`src/hw/rtl/ccws_pkg.sv`:
```
// Package for the character class word splitter: word types, codes and constants.
`default_nettype none

package ccws_pkg;

  // Default alphabet size: every byte code can be a word character
  localparam int unsigned ALPHABET_SIZE_DEF = 256;

  // Spec bytes with a meaning of their own
  localparam logic [7:0] CARET_CODE = 8'h5E;
  localparam logic [7:0] DASH_CODE  = 8'h2D;

  // Input action codes
  localparam logic ACT_SPEC = 1'b0;
  localparam logic ACT_TEXT = 1'b1;

  // Result kind codes
  localparam logic KIND_CHAR = 1'b0;
  localparam logic KIND_END  = 1'b1;

  // Input word
  typedef struct packed {
    logic       action;
    logic [7:0] data_byte;
    logic       last;
  } in_word_t;

  // Result word
  typedef struct packed {
    logic       kind;
    logic [7:0] word_char;
    logic       word_begin;
    logic       word_finish;
    logic       run_last;
  } out_word_t;

  // Controller to datapath commands
  typedef struct packed {
    logic load;       // take the input word, start the table read
    logic fill_init;  // set up the whole-table fill at spec start
    logic norm_init;  // set up a single mark or a range fill
    logic step;       // one table write of the running sweep
    logic spec_end;   // close a spec byte
    logic lookup;     // classify the text byte, queue its results
    logic emit;       // move the next queued result into the output register
  } ccws_cmd_t;

  // Datapath to controller status
  typedef struct packed {
    logic in_text;     // word on the input is a text byte
    logic at_start;    // next spec byte opens a spec
    logic complement;  // current spec is complemented
    logic sweep_done;  // nothing left to write in the sweep
    logic pend_none;   // no result queued
    logic pend_one;    // exactly one result queued
    logic out_free;    // output register can take a word this cycle
  } ccws_sts_t;

endpackage

`default_nettype wire

```
`src/hw/rtl/char_class_word_splitter.sv`:
```
// Top level of the character class word splitter.
//
//   channel | direction | handshake               | word
//   --------+-----------+-------------------------+---------------------
//   in      | input     | in_valid_i/in_stall_o   | ccws_pkg::in_word_t
//   out     | output    | out_valid_o/out_stall_i | ccws_pkg::out_word_t
//
// One word is worked on at a time, and the next word is taken while its last
// result waits. A spec byte writes the table entries of its sweep; a spec's
// first byte first fills the whole table, and a leading caret ends with that
// fill. After reset a clearing pass over the table runs before the first word
// is taken. A stalled output holds the block in result output.
`default_nettype none

module char_class_word_splitter #(
  parameter int unsigned ALPHABET_SIZE = ccws_pkg::ALPHABET_SIZE_DEF
) (
  input  wire logic                clk_i,
  input  wire logic                rst_ni,
  input  wire logic                in_valid_i,
  output logic                     in_stall_o,
  input  wire ccws_pkg::in_word_t  in_i,
  output logic                     out_valid_o,
  input  wire logic                out_stall_i,
  output ccws_pkg::out_word_t      out_o
);

  ccws_pkg::ccws_cmd_t cmd;
  ccws_pkg::ccws_sts_t sts;

  // Sequencer
  ccws_ctrl u_ctrl (
    .clk_i      (clk_i),
    .rst_ni     (rst_ni),
    .in_valid_i (in_valid_i),
    .in_stall_o (in_stall_o),
    .sts_i      (sts),
    .cmd_o      (cmd)
  );

  // Table, state and result path
  ccws_datapath #(
    .ALPHABET_SIZE (ALPHABET_SIZE)
  ) u_datapath (
    .clk_i       (clk_i),
    .rst_ni      (rst_ni),
    .in_i        (in_i),
    .out_stall_i (out_stall_i),
    .out_valid_o (out_valid_o),
    .out_o       (out_o),
    .cmd_i       (cmd),
    .sts_o       (sts)
  );

endmodule

`default_nettype wire

```
`src/hw/rtl/ccws_ram.sv`:
```
// Generic single write port RAM with a registered read port.
`default_nettype none

module ccws_ram #(
  parameter int unsigned WIDTH = 1,
  parameter int unsigned DEPTH = 256,
  localparam int unsigned AW = (DEPTH > 1) ? $clog2(DEPTH) : 1
) (
  input  wire logic             clk_i,
  input  wire logic             we_i,
  input  wire logic [AW-1:0]    waddr_i,
  input  wire logic [WIDTH-1:0] wdata_i,
  input  wire logic             re_i,
  input  wire logic [AW-1:0]    raddr_i,
  output logic      [WIDTH-1:0] rdata_o
);

  logic [WIDTH-1:0] mem_q [DEPTH];

  // Write port
  always_ff @(posedge clk_i) begin
    if (we_i) begin
      mem_q[waddr_i] <= wdata_i;
    end
  end

  // Registered read port
  always_ff @(posedge clk_i) begin
    if (re_i) begin
      rdata_o <= mem_q[raddr_i];
    end
  end

endmodule

`default_nettype wire

```
`src/hw/rtl/ccws_datapath.sv`:
```
// Datapath of the word splitter: class table, spec and text state, result queue.
`default_nettype none

module ccws_datapath #(
  parameter int unsigned ALPHABET_SIZE = ccws_pkg::ALPHABET_SIZE_DEF,
  localparam int unsigned AW = $clog2(ALPHABET_SIZE)
) (
  input  wire logic                clk_i,
  input  wire logic                rst_ni,
  input  wire ccws_pkg::in_word_t  in_i,
  input  wire logic                out_stall_i,
  output logic                     out_valid_o,
  output ccws_pkg::out_word_t      out_o,
  input  wire ccws_pkg::ccws_cmd_t cmd_i,
  output ccws_pkg::ccws_sts_t      sts_o
);

  localparam logic [8:0] ALPHA = 9'(ALPHABET_SIZE);

  // Input word under work
  ccws_pkg::in_word_t item_q;

  // Spec state
  logic       at_start_q, at_start_d;
  logic       complement_q, complement_d;
  logic [7:0] prev_q, prev_d;
  logic       prev_valid_q, prev_valid_d;
  logic       range_pend_q, range_pend_d;

  // Table write sweep: cnt runs up to hi, writing val
  logic [8:0] cnt_q, cnt_d;
  logic [8:0] hi_q, hi_d;
  logic       val_q, val_d;
  logic       wr_active;

  // Text state
  logic [7:0] held_char_q, held_char_d;
  logic       held_valid_q, held_valid_d;
  logic       held_begins_q, held_begins_d;

  // Result queue: slot 0 held char, slot 1 new char, slot 2 end marker
  logic [2:0] pend_q, pend_d;
  logic [7:0] s0_char_q, s0_char_d;
  logic       s0_begin_q, s0_begin_d;
  logic       s0_finish_q, s0_finish_d;
  logic       s1_begin_q, s1_begin_d;

  // Output register
  logic                out_valid_q, out_valid_d;
  ccws_pkg::out_word_t out_q, out_d;

  logic       tbl_rdata;
  logic       is_word;
  logic       in_range;
  logic [2:0] pend_left;

  // Class table
  ccws_ram #(
    .WIDTH (1),
    .DEPTH (ALPHABET_SIZE)
  ) u_table (
    .clk_i   (clk_i),
    .we_i    (cmd_i.step && wr_active),
    .waddr_i (cnt_q[AW-1:0]),
    .wdata_i (val_q),
    .re_i    (cmd_i.load),
    .raddr_i (in_i.data_byte[AW-1:0]),
    .rdata_o (tbl_rdata)
  );

  assign wr_active = (cnt_q <= hi_q) && (cnt_q < ALPHA);
  assign in_range  = {1'b0, item_q.data_byte} < ALPHA;
  assign is_word   = tbl_rdata && in_range;

  // Spec handling and table sweep
  always_comb begin
    at_start_d   = at_start_q;
    complement_d = complement_q;
    prev_d       = prev_q;
    prev_valid_d = prev_valid_q;
    range_pend_d = range_pend_q;
    cnt_d        = cnt_q;
    hi_d         = hi_q;
    val_d        = val_q;
    if (cmd_i.step && wr_active) begin
      cnt_d = cnt_q + 9'd1;
    end
    if (cmd_i.fill_init) begin
      // whole table takes the complement flag; a caret is consumed
      complement_d = (item_q.data_byte == ccws_pkg::CARET_CODE);
      prev_d       = '0;
      prev_valid_d = 1'b0;
      range_pend_d = 1'b0;
      cnt_d        = '0;
      hi_d         = ALPHA - 9'd1;
      val_d        = (item_q.data_byte == ccws_pkg::CARET_CODE);
    end
    if (cmd_i.norm_init) begin
      val_d = !complement_q;
      if (range_pend_q) begin
        // range closes: previous char plus one up to this byte
        cnt_d        = {1'b0, prev_q} + 9'd1;
        hi_d         = {1'b0, item_q.data_byte};
        range_pend_d = 1'b0;
        prev_d       = item_q.data_byte;
        prev_valid_d = 1'b1;
      end else if (item_q.data_byte == ccws_pkg::DASH_CODE && prev_valid_q &&
                   !item_q.last) begin
        // range opens, nothing to write
        range_pend_d = 1'b1;
        cnt_d        = 9'd1;
        hi_d         = '0;
      end else begin
        cnt_d        = {1'b0, item_q.data_byte};
        hi_d         = {1'b0, item_q.data_byte};
        prev_d       = item_q.data_byte;
        prev_valid_d = 1'b1;
      end
    end
    if (cmd_i.spec_end) begin
      at_start_d = item_q.last;
    end
  end

  // Text classification and result queue
  always_comb begin
    held_char_d   = held_char_q;
    held_valid_d  = held_valid_q;
    held_begins_d = held_begins_q;
    pend_d        = pend_q;
    s0_char_d     = s0_char_q;
    s0_begin_d    = s0_begin_q;
    s0_finish_d   = s0_finish_q;
    s1_begin_d    = s1_begin_q;
    if (cmd_i.lookup) begin
      pend_d      = {item_q.last, is_word && item_q.last, held_valid_q};
      s0_char_d   = held_char_q;
      s0_begin_d  = held_begins_q;
      s0_finish_d = !is_word;
      s1_begin_d  = !held_valid_q;
      if (item_q.last) begin
        held_char_d   = '0;
        held_valid_d  = 1'b0;
        held_begins_d = 1'b0;
      end else if (is_word) begin
        held_char_d   = item_q.data_byte;
        held_valid_d  = 1'b1;
        held_begins_d = !held_valid_q;
      end else begin
        held_valid_d = 1'b0;
      end
    end
    if (cmd_i.emit) begin
      priority if (pend_q[0]) begin
        pend_d[0] = 1'b0;
      end else if (pend_q[1]) begin
        pend_d[1] = 1'b0;
      end else begin
        pend_d[2] = 1'b0;
      end
    end
  end

  // Next result word: lowest queued slot first
  always_comb begin
    pend_left = pend_q;
    out_d     = out_q;
    priority if (pend_q[0]) begin
      pend_left[0]      = 1'b0;
      out_d.kind        = ccws_pkg::KIND_CHAR;
      out_d.word_char   = s0_char_q;
      out_d.word_begin  = s0_begin_q;
      out_d.word_finish = s0_finish_q;
    end else if (pend_q[1]) begin
      pend_left[1]      = 1'b0;
      out_d.kind        = ccws_pkg::KIND_CHAR;
      out_d.word_char   = item_q.data_byte;
      out_d.word_begin  = s1_begin_q;
      out_d.word_finish = 1'b1;
    end else begin
      pend_left[2]      = 1'b0;
      out_d.kind        = ccws_pkg::KIND_END;
      out_d.word_char   = '0;
      out_d.word_begin  = 1'b0;
      out_d.word_finish = 1'b0;
    end
    out_d.run_last = (pend_left == 3'b000);
    if (!cmd_i.emit) begin
      out_d = out_q;
    end
  end

  // Output register handshake
  always_comb begin
    out_valid_d = out_valid_q;
    if (cmd_i.emit) begin
      out_valid_d = 1'b1;
    end else if (!out_stall_i) begin
      out_valid_d = 1'b0;
    end
  end

  // Control state
  always_ff @(posedge clk_i or negedge rst_ni) begin
    if (!rst_ni) begin
      at_start_q    <= 1'b1;
      complement_q  <= 1'b0;
      prev_q        <= '0;
      prev_valid_q  <= 1'b0;
      range_pend_q  <= 1'b0;
      cnt_q         <= '0;
      hi_q          <= ALPHA - 9'd1;
      val_q         <= 1'b0;
      held_char_q   <= '0;
      held_valid_q  <= 1'b0;
      held_begins_q <= 1'b0;
      pend_q        <= '0;
      out_valid_q   <= 1'b0;
    end else begin
      at_start_q    <= at_start_d;
      complement_q  <= complement_d;
      prev_q        <= prev_d;
      prev_valid_q  <= prev_valid_d;
      range_pend_q  <= range_pend_d;
      cnt_q         <= cnt_d;
      hi_q          <= hi_d;
      val_q         <= val_d;
      held_char_q   <= held_char_d;
      held_valid_q  <= held_valid_d;
      held_begins_q <= held_begins_d;
      pend_q        <= pend_d;
      out_valid_q   <= out_valid_d;
    end
  end

  // Payload registers
  always_ff @(posedge clk_i) begin
    if (cmd_i.load) begin
      item_q <= in_i;
    end
    s0_char_q   <= s0_char_d;
    s0_begin_q  <= s0_begin_d;
    s0_finish_q <= s0_finish_d;
    s1_begin_q  <= s1_begin_d;
    out_q       <= out_d;
  end

  // Status to the controller
  assign sts_o.in_text    = (in_i.action == ccws_pkg::ACT_TEXT);
  assign sts_o.at_start   = at_start_q;
  assign sts_o.complement = complement_q;
  assign sts_o.sweep_done = !wr_active;
  assign sts_o.pend_none  = (pend_q == 3'b000);
  assign sts_o.pend_one   = $onehot(pend_q);
  assign sts_o.out_free   = !out_valid_q || !out_stall_i;

  assign out_valid_o = out_valid_q;
  assign out_o       = out_q;

  // A word is never loaded over one that is still waiting
  assert property (@(posedge clk_i) disable iff (!rst_ni)
    cmd_i.emit |-> (!out_valid_q || !out_stall_i))
    else $error("result loaded over a stalled word");

  // The closing character of a word is only queued with the end marker
  assert property (@(posedge clk_i) disable iff (!rst_ni)
    pend_q[1] |-> pend_q[2])
    else $error("new char queued without end marker");

  // Table writes stay inside the alphabet
  assert property (@(posedge clk_i) disable iff (!rst_ni)
    (cmd_i.step && wr_active) |-> (cnt_q < ALPHA))
    else $error("table write beyond alphabet");

  // The end marker is always the last result of its byte
  assert property (@(posedge clk_i) disable iff (!rst_ni)
    (out_valid_q && out_q.kind == ccws_pkg::KIND_END) |->
      (out_q.run_last && out_q.word_char == 8'd0 && !out_q.word_begin &&
       !out_q.word_finish))
    else $error("malformed end marker");

endmodule

`default_nettype wire

```
`src/hw/rtl/ccws_ctrl.sv`:
```
// Controller of the word splitter: sequences table sweeps, lookups and result output.
`default_nettype none

module ccws_ctrl (
  input  wire logic                clk_i,
  input  wire logic                rst_ni,
  input  wire logic                in_valid_i,
  output logic                     in_stall_o,
  input  wire ccws_pkg::ccws_sts_t sts_i,
  output ccws_pkg::ccws_cmd_t      cmd_o
);

  typedef enum logic [2:0] {
    ST_CLEAR,
    ST_IDLE,
    ST_SPEC,
    ST_FILL,
    ST_NORM,
    ST_LOOKUP,
    ST_EMIT
  } state_e;

  state_e state_q, state_d;

  // Next state and commands
  always_comb begin
    state_d = state_q;
    cmd_o   = '0;
    unique case (state_q)
      ST_CLEAR: begin
        // clearing pass over the table after reset
        cmd_o.step = 1'b1;
        if (sts_i.sweep_done) begin
          state_d = ST_IDLE;
        end
      end
      ST_IDLE: begin
        if (in_valid_i) begin
          cmd_o.load = 1'b1;
          state_d    = sts_i.in_text ? ST_LOOKUP : ST_SPEC;
        end
      end
      ST_SPEC: begin
        if (sts_i.at_start) begin
          cmd_o.fill_init = 1'b1;
          state_d         = ST_FILL;
        end else begin
          cmd_o.norm_init = 1'b1;
          state_d         = ST_NORM;
        end
      end
      ST_FILL: begin
        cmd_o.step = 1'b1;
        if (sts_i.sweep_done) begin
          if (sts_i.complement) begin
            cmd_o.spec_end = 1'b1;
            state_d        = ST_IDLE;
          end else begin
            cmd_o.norm_init = 1'b1;
            state_d         = ST_NORM;
          end
        end
      end
      ST_NORM: begin
        cmd_o.step = 1'b1;
        if (sts_i.sweep_done) begin
          cmd_o.spec_end = 1'b1;
          state_d        = ST_IDLE;
        end
      end
      ST_LOOKUP: begin
        cmd_o.lookup = 1'b1;
        state_d      = ST_EMIT;
      end
      ST_EMIT: begin
        if (sts_i.pend_none) begin
          state_d = ST_IDLE;
        end else if (sts_i.out_free) begin
          cmd_o.emit = 1'b1;
          if (sts_i.pend_one) begin
            state_d = ST_IDLE;
          end
        end
      end
      default: begin
        state_d = ST_IDLE;
      end
    endcase
  end

  // State register
  always_ff @(posedge clk_i or negedge rst_ni) begin
    if (!rst_ni) begin
      state_q <= ST_CLEAR;
    end else begin
      state_q <= state_d;
    end
  end

  assign in_stall_o = (state_q != ST_IDLE);

endmodule

`default_nettype wire
```
`config.mk`:
```
export PLATFORM = sky130hd
export DESIGN_NAME = char_class_word_splitter
export DESIGN_NICKNAME = d
export VERILOG_FILES = /design/src/hw/rtl/ccws_pkg.sv /design/src/hw/rtl/char_class_word_splitter.sv /design/src/hw/rtl/ccws_ram.sv /design/src/hw/rtl/ccws_datapath.sv /design/src/hw/rtl/ccws_ctrl.sv
export SDC_FILE = /design/constraint.sdc
export NUM_CORES = 1
export LEC_CHECK = 0
export BUFFER_PORTS_ARGS = -buffer_cell sky130_fd_sc_hd__buf_2
export CAP_MARGIN = 20
export CORE_MARGIN = 2
export CORE_UTILIZATION = 65
export DETAILED_ROUTE_END_ITERATION = 8
export PLACE_DENSITY_LB_ADDON = 0.1
export REMOVE_ABC_BUFFERS = 1
export SYNTH_ARGS = -nofsm -noshare
export SYNTH_HDL_FRONTEND = slang
export SYNTH_HIERARCHICAL = 1
export SYNTH_SLANG_ARGS = --single-unit
```
`constraint.sdc`:
```
create_clock -name clk_i -period 6 [get_ports clk_i]
set_clock_uncertainty 0.1 [all_clocks]
set_input_delay 0.3 -clock clk_i [delete_from_list [all_inputs] [get_ports clk_i]]
set_output_delay 0.3 -clock clk_i [all_outputs]
set_load 0.01 [all_outputs]
```
==> flow_metrics.py, run 1 <==
metrics = {
    "synthesis": {
        "synth_area_leaders": "edfxtp_1 (57%), nor2_1 (7.2%), dfrtp_1 (6.3%), mux4_2 (6.3%), mux2i_1 (3.8%)",
        "synth.largest_area_cell": "edfxtp_1",
        "synth_ff_type": "edfxtp_1",
        "synth-xor-area-share_pct": 0.290,
        "synth_top_area_share_pct": 57.5,
        "synth_top_family_by_area": "simple AND/OR/NAND/NOR gates",
        "netlist_area_sq_um": 15100,
        "ys_seq_area_share_pct": 65.3,
        "async_reset_ff_share_pct": 14.0,
        "synth_simple_gate_area_share_pct": 12.3,
        "yosysWarningCount": 6,
        "synthMuxAreaShare_pct": 10.3,
        "ys_ff_latch": 336,
        "synth_edf_count": 289,
        "ys_types": 76,
        "yosys.area_share.adder_pct": 0.961,
        "syn_area_per_cell_sq_um": 13.2,
        "syn_inst": 1145,
        "synth-compound-area-share_pct": 7.45,
    },
    "flow_run": {
        "cap_viol_max_count": 0,
    },
    "floorplanning": {
        "core_sq_um": 22700,
        "ios": 28,
        "die_area_sq_um": 24500,
        "num_rows": 55,
        "die_width_um": 156,
        "start_util_pct": 66.5,
        "die_h_um": 156,
    },
    "routing": {
        "viasPerCell": 6.61,
        "drt-pass1-iter-count": 7,
        "post_drt_wl_per_cell_um": 23.2,
        "dr.first_iter.drc_count": 1156,
        "antenna_left": 0,
        "drcViolationCount": 0,
        "num_vias": 9641,
        "drt-total-wl_mm": 33.8,
    },
    "cells_and_area": {
        "antenna_cells": 0,
        "nFillCells": 1533,
        "final_layout_size_suffix_gt1_share_pct": 13.0,
        "design_area_sq_um": 16500,
        "layout_common_cells": "nor2_1 (289), edfxtp_1 (289), mux2i_1 (57)",
        "nets": 1171,
        "final_cells": 1458,
        "area_growth_pct": 9.02,
    },
    "timing": {
        "finalSetupViolations": 0,
        "final-hold-violation-count": 0,
        "relSlewSlack_pct": 28.0,
        "tns_ns": 0,
        "finalCritPeriodShare_pct": 68.8,
        "fin_crit_ns": 4.13,
        "grt_setup_unrepaired": "false",
        "timing.fmax_mhz": 242,
        "slew_viol_final": 0,
        "tightest_slew_ns": 1.08,
    },
    "pwr": {
        "peakVddDrop_v": 0.000292,
        "p_leak_nw": 5.48,
        "power_density_nw_per_um2": 416,
    },
    "clock_network": {
        "h-tree-depth": 2,
        "cts_root_buffer": "clkbuf_16",
        "cts-resized-gates": 0,
        "hold_buffers": 5,
        "clk_latency_ns": 0.52,
        "cts.reportedPaths.clkPinSlew_ns": 0.06,
        "cts_tree": "done",
        "clkSinkCount": 336,
        "cts_setup_buffers": 0,
        "cts_buffer_depth": 3,
        "cts_buffers": 36,
    },
    "grt": {
        "grt_max_degree": 107,
        "grt_usage_pct": 28.6,
        "antenna_found_initial": 0,
        "grt_pass1_wl_mm": 52.0,
        "met1_usage_pct": 41.2,
        "grt_util_met3_pct": 4.71,
        "grt_overflow": 0,
        "top_usage_layer": "met2",
        "met2_usage_pct": 45.9,
        "first_global_vias": 9121,
    },
    "place": {
        "hpwl_mm": 20.0,
        "place_area_sq_um": 15300,
        "io_buffers": 27,
        "gp_congestion": 0.886,
        "numPlacedInstances": 1388,
    },
    "critical_path": {
        "path_max_fanout": 18,
        "arrival_ns": 4.43,
        "path_class": "reg2reg",
        "cp.required_ns": 6.30,
        "reg2reg_depth": 14,
        "reg2reg_from": "u_datapath/hi_q[2]",
        "reg2reg_slack_ns": 1.87,
        "critPathCaptureType": "flop",
        "r2r-end": "u_datapath/cnt_q[5]",
        "cp-start-kind": "flop",
    },
    "min_path": {
        "whs_endpoint": "u_ctrl/state_q[0]",
        "hp-start": "in_valid_i",
        "hold_class": "in2reg",
        "hold_depth": 4,
    },
    "status": {
        "status": "finished, final reports clean",
    },
}
-- worst max-delay path, stage by stage (launching register included) --
cell      delay (ns)
dfstp_2         0.54
inv_1           0.05
ha_1            0.28
nand4_1         0.12
or3_1           0.39
o211ai_1        0.15
nand2b_1        0.18
nand2_1         0.11
o22ai_1         0.08
and3_1          0.42
inv_1           0.31
nor2_1          0.16
a311o_1         0.42
or4b_1          0.51
and3b_1         0.19
-- where the power goes --
group          switching [mW]  total (mW)  internal (mW)
logic                   0.984        1.47          0.489
clock network           0.872        2.12           1.25
registers               0.271        3.26           2.99
-- Yosys cell counts, types with 6 or more instances --
cell type / count
nand3b_1: 7
nand3_1: 20
nand2_1: 46
ha_1: 10
mux2i_1: 57
nor2_1: 289
a22oi_1: 18
buf_6: 7
o21ai_0: 16
nor3_1: 9
o211ai_1: 7
edfxtp_1: 289
buf_4: 9
buf_2: 6
clkbuf_1: 52
inv_1: 33
a22o_1: 18
mux4_2: 42
dfrtp_1: 38
nor2b_1: 12
a21oi_1: 15
dfstp_2: 9
o22ai_1: 37
-- sequential cells by signal (all words and copies together), names as in the netlist --
register / flops
u_ctrl/state_q: 3
u_datapath/at_start_q: 1
u_datapath/cnt_q: 9
u_datapath/complement_q: 1
u_datapath/held_begins_q: 1
u_datapath/held_char_q: 8
u_datapath/held_valid_q: 1
u_datapath/hi_q: 8
u_datapath/item_q: 9
u_datapath/out_o: 12
u_datapath/out_valid_o: 1
u_datapath/pend_q: 3
u_datapath/prev_q: 8
u_datapath/prev_valid_q: 1
u_datapath/range_pend_q: 1
u_datapath/s0_begin_q: 1
u_datapath/s0_char_q: 8
u_datapath/s0_finish_q: 1
u_datapath/s1_begin_q: 1
u_datapath/u_table/mem_q: 256
u_datapath/u_table/rdata_o: 1
u_datapath/val_q: 1
-- metrics by stage --
| step | setup slack, ns | hold WS [ns] | util, % | power (mW) |
|---|---|---|---|---|
| after global routing | 1.56 | 0.0841 | 72.5 | 7.17 |
| after global placement | 2.03 | 0.337 | 67.3 | 4.72 |
| after detailed placement | 1.92 | 0.349 | 67.3 | 4.75 |
| after CTS | 1.89 | 0.0487 | 72.5 | 6.86 |
| after floorplan | 1.91 | -0.0956 | - | 4.26 |
| final | 1.87 | 0.0678 | 72.5 | 6.85 |
-- layer usage --
| layer | part of all wire (%) | vias to the layer above |
|---|---|---|
| met4 | 2.4 | 0 |
| met2 | 48 | 461 |
| met1 | 41 | 4852 |
| met3 | 8.4 | 76 |
| li1 | - | 4252 |
| met5 | 0 | - |
-- area by class of cell --
class | instances | area (sq um) | area share, %
flip-flops and latches | 336 | 9870 | 59.9
clock buffers | 51 | 1030 | 6.25
repair buffers | 39 | 243 | 1.47
inverters | 34 | 128 | 0.775
multi-input cells | 699 | 4730 | 28.7
clock inverters | 14 | 113 | 0.684
well taps | 285 | 357 | 2.17
-- how the worst max path moves through the flow --
stage / start / endpoint / slack [ns] / depth (start not counted)
floorplan: u_datapath/val_q / u_datapath/u_table/mem_q[0] / 1.91 / 0
global placement: u_datapath/cnt_q[4] / u_datapath/cnt_q[5] / 2.03 / 13
detailed placement: u_datapath/hi_q[2] / u_datapath/cnt_q[5] / 1.92 / 14
CTS: u_datapath/hi_q[2] / u_datapath/cnt_q[5] / 1.89 / 14
global route: u_datapath/hi_q[4] / u_datapath/cnt_q[5] / 1.56 / 14
finish: u_datapath/hi_q[2] / u_datapath/cnt_q[5] / 1.87 / 14
-- cell families after synthesis --
| family | count (synthesis) |
|---|---|
| muxes | 102 |
| xor gates and xnor gates | 5 |
| DFF | 336 |
| buffers and inverters | 110 |
| adders and majority gates | 11 |
| AOI/OAI and AO/OA | 155 |
| and+or+nand+nor | 426 |
Note: power is estimated with default switching activity, not from simulation.
==> inputs of run 2 (changes only) <==
--- a/config.mk
+++ b/config.mk
@@ -8,7 +8,7 @@
 export BUFFER_PORTS_ARGS = -buffer_cell sky130_fd_sc_hd__buf_2
 export CAP_MARGIN = 20
 export CORE_MARGIN = 2
-export CORE_UTILIZATION = 65
+export CORE_UTILIZATION = 63
 export DETAILED_ROUTE_END_ITERATION = 8
 export PLACE_DENSITY_LB_ADDON = 0.1
 export REMOVE_ABC_BUFFERS = 1
==> constraint.sdc (replaced) <==
create_clock -name clk_i -period 3.8 [get_ports clk_i]
set_clock_uncertainty 0.1 [all_clocks]
set_input_delay 0.19 -clock clk_i [delete_from_list [all_inputs] [get_ports clk_i]]
set_output_delay 0.19 -clock clk_i [all_outputs]
set_load 0.01 [all_outputs]
==> run 2 against run 1 <==
Die area grew 3.1%. Final area grew 1.8%. Sequential share of layout area is 1.1 points lower. Routed wire length rose by 1.7%. Via count rose by 0.17%. Total power grew 57%. Setup slack got worse by 1.7 ns. Clock-buffer cell count fell by 8. Largest cell class unchanged. Largest power group unchanged.
==> flow_metrics.py, run 2 (synthesis results as in run 1) <==
metrics = {
    "place": {
        "place_area_sq_um": 15700,
        "gp_congestion": 0.883,
        "numPlacedInstances": 1461,
        "hpwl_mm": 20.9,
        "io_buffers": 27,
    },
    "cells_and_area": {
        "area_growth_pct": 11.0,
        "top_register": "u_datapath/u_table/mem_q",
        "design_area_sq_um": 16800,
        "nFillCells": 1638,
        "final_layout_size_suffix_gt1_share_pct": 15.6,
        "antenna_cells": 0,
        "largest_reg_flops": 256,
        "final_cells": 1530,
        "multi_input_area_sq_um": 4730,
        "regArea_sq_um": 9870,
        "layout_common_cells": "nor2_1 (289), edfxtp_1 (289), mux2i_1 (57)",
        "nets": 1213,
    },
    "status": {
        "status": "finished, final reports clean",
    },
    "timing": {
        "timing.fmax_mhz": 274,
        "fin_crit_ns": 3.65,
        "slew_viol_final": 0,
        "grt_setup_unrepaired": "false",
        "hold_ws_ns": 0.0436,
        "finalSetupViolations": 0,
        "final-hold-violation-count": 0,
        "finalCritPeriodShare_pct": 96.0,
        "tightest_slew_ns": 0.794,
        "relSlewSlack_pct": 46.8,
    },
    "clock_network": {
        "cts_buffer_depth": 3,
        "cts.reportedPaths.clkPinSlew_ns": 0.06,
        "cts_tree": "done",
        "clkSinkCount": 336,
        "cts_root_buffer": "clkbuf_16",
        "clk_latency_ns": 0.51,
        "cts_buffers": 35,
        "h-tree-depth": 2,
    },
    "routing": {
        "drcViolationCount": 0,
        "viasPerCell": 6.31,
        "drt-pass1-iter-count": 5,
        "antenna_left": 0,
        "post_drt_wl_per_cell_um": 22.4,
        "num_vias": 9657,
        "drt-total-wl_mm": 34.3,
        "dr.first_iter.drc_count": 993,
    },
    "floorplanning": {
        "ios": 28,
        "num_rows": 56,
        "die_width_um": 159,
        "core_sq_um": 23500,
        "die_h_um": 159,
        "start_util_pct": 64.3,
        "die_area_sq_um": 25200,
    },
    "pwr": {
        "p_leak_nw": 5.64,
        "switchingPower_mw": 3.40,
        "seqPwrFrac_pct": 46.9,
        "sw_frac_of_total_pct": 31.6,
        "clkPwrFrac_pct": 28.6,
        "p_int_mw": 7.36,
        "power_density_nw_per_um2": 642,
        "combinationalPowerShare_pct": 24.4,
        "peakVddDrop_v": 0.000439,
    },
    "critical_path": {
        "r2r-end": "u_datapath/cnt_q[5]",
        "path_max_fanout": 5,
        "cp-start-kind": "flop",
        "critPathCapture": "u_datapath/cnt_q[5]",
        "path_class": "reg2reg",
        "arrival_ns": 3.93,
        "reg2reg_from": "u_datapath/hi_q[4]",
        "cp.required_ns": 4.08,
        "reg2reg_depth": 14,
        "critPathCaptureType": "flop",
        "reg2reg_slack_ns": 0.15,
        "startpoint": "u_datapath/hi_q[4]",
    },
    "grt": {
        "grt_usage_pct": 27.5,
        "antenna_found_initial": 0,
        "grt_pass1_wl_mm": 53.0,
        "grt_max_degree": 104,
        "first_global_vias": 9511,
        "grt_overflow": 0,
    },
    "flow_run": {
        "cap_viol_max_count": 0,
    },
    "min_path": {
        "hold_class": "in2reg",
    },
}
[run 2: layer usage]
layer | up-vias | track usage (%) | share of wire [%]
met5 | - | 0 | 0
met3 | 77 | 4.55 | 7.9
li1 | 4326 | - | -
met4 | 0 | 8.72 | 2.7
met2 | 455 | 44.3 | 48
met1 | 4799 | 38.9 | 41
[run 2: power by group through the flow]
stage / Clock, mW / Sequential (mW) / Combinational (mW)
floorplan: 0 / 5.25 / 1.48
global placement: 0 / 5.10 / 2.51
detailed placement: 0 / 5.11 / 2.57
CTS: 3.12 / 5.04 / 2.59
global route: 3.26 / 5.09 / 2.87
finish: 3.08 / 5.05 / 2.63
[run 2: per-stage QoR]
| step | setup TNS (ns) | setup slack (ns) | total power [mW] | util (%) |
|---|---|---|---|---|
| after global routing | 0 | 0.0205 | 11.2 | 71.4 |
| after global placement | 0 | 0.297 | 7.61 | 66.7 |
| after floorplan | -73.41 | -0.287 | 6.73 | - |
| after detailed placement | 0 | 0.166 | 7.68 | 66.7 |
| final | 0 | 0.150 | 10.8 | 71.4 |
| after CTS | 0 | 0.143 | 10.8 | 71.4 |
[run 2: worst max-delay path, stage by stage (launching register included)]
cell	delay [ns]
dfstp_2	0.51
inv_1	0.04
ha_1	0.30
nand4_1	0.12
or3_1	0.39
o211ai_1	0.13
nand2b_1	0.14
nand2_1	0.09
o22ai_1	0.07
and3_1	0.25
and2_2	0.24
o211a_1	0.12
a311o_1	0.34
or4b_1	0.50
and3b_1	0.19
[run 2: repair_timing]
| item | in CTS | in global routing |
|---|---|---|
| buffers inserted | 0 | 1 |
| gates resized for setup | 0 | 0 |
| endpoints found under the hold margin | 31 | 0 |
| setup endpoints to repair | 0 | 1 |
| hold buffers | 8 | 0 |
[run 2: worst min path at each step]
stage	start	to	slack [ns]	cells past startpoint
2_1_floorplan	rst_ni	u_ctrl/state_q[0]	-0.21	0
3_3_place_gp	rst_ni	u_datapath/cnt_q[1]	0.12	1
3_5_place_dp	rst_ni	u_datapath/cnt_q[8]	0.14	1
4_1_cts	in_i[6]	u_datapath/item_q[6]	0.02	1
5_1_grt	in_i[3]	u_datapath/item_q[3]	0.03	1
6_report	in_i[3]	u_datapath/item_q[3]	0.04	1
[run 2: area by class of cell]
class,count,area share [%]
flip-flops and latches,336,58.9
inverters,34,0.761
multi-input cells,699,28.2
repair buffers,82,3.72
clock inverters,17,0.545
clock buffers,43,5.52
well taps,319,2.38
==> inputs of run 3 (changes only) <==
--- a/config.mk
+++ b/config.mk
@@ -7,8 +7,10 @@
 export LEC_CHECK = 0
 export BUFFER_PORTS_ARGS = -buffer_cell sky130_fd_sc_hd__buf_2
 export CAP_MARGIN = 20
+export CELL_PAD_IN_SITES_DETAIL_PLACEMENT = 0
+export CELL_PAD_IN_SITES_GLOBAL_PLACEMENT = 1
 export CORE_MARGIN = 2
-export CORE_UTILIZATION = 63
+export CORE_UTILIZATION = 52
 export DETAILED_ROUTE_END_ITERATION = 8
 export PLACE_DENSITY_LB_ADDON = 0.1
 export REMOVE_ABC_BUFFERS = 1
==> run 3 against run 2 <==
Clock-buffer cell count grew 5. Core utilization shrank 12 points. Sequential power is essentially flat. Final area grew 0.98%. Register-to-register slack gained 0.04 ns. Clock power grew 8.1%. Largest power group unchanged. Critical path type unchanged. Highest routed layer unchanged.
==> flow_metrics.py, run 3 (synthesis results as in run 1) <==
metrics = {
    "pwr": {
        "seqPwrFrac_pct": 46.1,
        "combinationalPowerShare_pct": 23.7,
        "p_int_mw": 7.58,
        "sw_frac_of_total_pct": 31.1,
        "peakVddDrop_v": 0.000281,
        "switchingPower_mw": 3.42,
        "clkPwrFrac_pct": 30.2,
        "p_leak_nw": 5.67,
        "power_density_nw_per_um2": 650,
    },
    "cells_and_area": {
        "layout_common_cells": "nor2_1 (289), edfxtp_1 (289), mux2i_1 (57)",
        "area_growth_pct": 12.1,
        "final_layout_size_suffix_gt1_share_pct": 15.5,
        "antenna_cells": 0,
        "nets": 1216,
        "top_register": "u_datapath/u_table/mem_q",
        "largest_reg_flops": 256,
        "nFillCells": 2327,
    },
    "grt": {
        "grt_max_degree": 91,
        "first_global_vias": 9365,
        "grt_overflow": 0,
        "antenna_found_initial": 0,
        "grt_usage_pct": 23.5,
        "grt_pass1_wl_mm": 54.5,
    },
    "critical_path": {
        "critPathCaptureType": "flop",
        "path_class": "reg2reg",
        "cp.required_ns": 4.10,
        "cp-start-kind": "flop",
        "arrival_ns": 3.92,
        "path_max_fanout": 4,
    },
    "floorplanning": {
        "die_width_um": 174,
        "die_area_sq_um": 30400,
        "core_sq_um": 28600,
        "num_rows": 62,
        "die_h_um": 174,
        "ios": 28,
        "start_util_pct": 52.8,
    },
    "place": {
        "gp_congestion": 0.814,
        "hpwl_mm": 21.8,
        "place_ws_ns": 0.165,
        "io_buffers": 27,
    },
    "routing": {
        "drt-total-wl_mm": 35.2,
        "drcViolationCount": 0,
        "dr.first_iter.drc_count": 969,
        "drt-pass1-iter-count": 5,
        "viasPerCell": 5.95,
        "antenna_left": 0,
        "wl_met1_mm": 15.1,
        "dr_wl_met3_mm": 1.76,
        "top_layer": "met4",
        "post_drt_wl_per_cell_um": 22.0,
        "num_vias": 9493,
        "wl_met2_mm": 17.3,
    },
    "clock_network": {
        "h-tree-depth": 2,
        "cts_buffer_depth": 3,
        "cts_root_buffer": "clkbuf_16",
        "cts.reportedPaths.clkPinSlew_ns": 0.06,
        "cts-resized-gates": 0,
        "clkSinkCount": 336,
        "cts_tree": "done",
        "clk_latency_ns": 0.51,
        "cts_buffers": 36,
    },
    "timing": {
        "slew_viol_final": 0,
        "timing.fmax_mhz": 277,
        "hold_ws_ns": 0.0157,
        "finalCritPeriodShare_pct": 95.1,
        "tightest_slew_ns": 0.870,
        "worst_slack_ns": 0.186,
        "grt_setup_unrepaired": "false",
        "finalSetupViolations": 0,
        "final-hold-violation-count": 0,
        "fin_crit_ns": 3.61,
        "relSlewSlack_pct": 42.0,
    },
    "min_path": {
        "hold_class": "in2reg",
    },
    "flow_run": {
        "cap_viol_max_count": 0,
    },
    "status": {
        "status": "finished, final reports clean",
    },
}
## run 3: cell count changes in the layout (fill, tap and decap cells not counted), moves of 2 or more
| cell | delta |
|---|---|
| clkbuf_16 | +3 |
| clkinv_4 | -2 |
| clkbuf_8 | -2 |
| clkinv_2 | -5 |
| clkbuf_1 | +4 |
| bufinv_16 | +2 |
| buf_4 | +4 |
## run 3: metal layers
| layer | vias to the layer above | GRT usage (%) |
|---|---|---|
| li1 | 4340 | - |
| met1 | 4788 | 31.6 |
| met2 | 283 | 39.5 |
| met3 | 82 | 3.57 |
| met4 | 0 | 7.95 |
| met5 | - | 0 |
## run 3: timing repair
| item | 4_1_cts | 5_1_grt |
|---|---|---|
| endpoints found under the setup margin | 0 | 1 |
| endpoints found under the hold margin | 27 | 0 |
| setup buffers | 0 | 1 |
| hold buffers | 7 | 0 |
## run 3: path summary, 6_finish.rpt
| kind | endpoint | slack, ns | cells after the start | startpoint |
|---|---|---|---|---|
| min | u_datapath/item_q[3] | 0.02 | 1 | in_i[3] |
| min reg2reg | u_datapath/s0_char_q[4] | 0.37 | 0 | u_datapath/held_char_q[4] |
| max | u_datapath/cnt_q[5] | 0.19 | 14 | u_datapath/hi_q[3] |
| min in group asynchronous | u_datapath/cnt_q[6] | 0.08 | 2 | rst_ni |
| max reg2reg | u_datapath/cnt_q[5] | 0.19 | 14 | u_datapath/hi_q[3] |
| max in group asynchronous | u_datapath/at_start_q | 2.73 | 3 | rst_ni |
## run 3: critical path, stage by stage (launching register included)
cell	delay, ns
dfstp_2	0.53
inv_1	0.05
ha_1	0.30
nand4_1	0.12
or3_1	0.38
o211ai_1	0.16
nand2b_1	0.16
nand2_1	0.09
o22ai_1	0.07
and3_1	0.22
and2_2	0.22
o211a_1	0.12
a311o_1	0.33
or4b_1	0.49
and3b_1	0.18
## run 3: stage by stage
step                      power (mW)  util (%)  cells  setup TNS, ns  cell area, sq um
final                           11.0      59.1   1596              0             16900
after floorplan                 6.73         -   1069         -73.41             14700
after CTS                       11.1      59.1   1595              0             16900
after global placement          7.68      55.0   1529              0             15800
after detailed placement        7.72      55.0   1529              0             15800
after global routing            11.5      59.1   1596              0             16900
## run 3: layout make-up
class	instances	area, sq um	share of cell area, %
Clock buffer	48	988	5.84
Clock inverter	11	113	0.665
Inverter	34	128	0.754
Multi-Input combinational cell	699	4730	27.9
Sequential cell	336	9870	58.3
Tap cell	384	480	2.84
Timing Repair Buffer	84	623	3.68
## run 3: power by group through the flow
stage / sequential [mW] / clock [mW] / combinational [mW]
5_1_grt: 5.12 / 3.52 / 2.86
3_3_place_gp: 5.13 / 0 / 2.55
3_5_place_dp: 5.14 / 0 / 2.58
6_report: 5.07 / 3.33 / 2.61
2_1_floorplan: 5.25 / 0 / 1.48
4_1_cts: 5.06 / 3.39 / 2.60
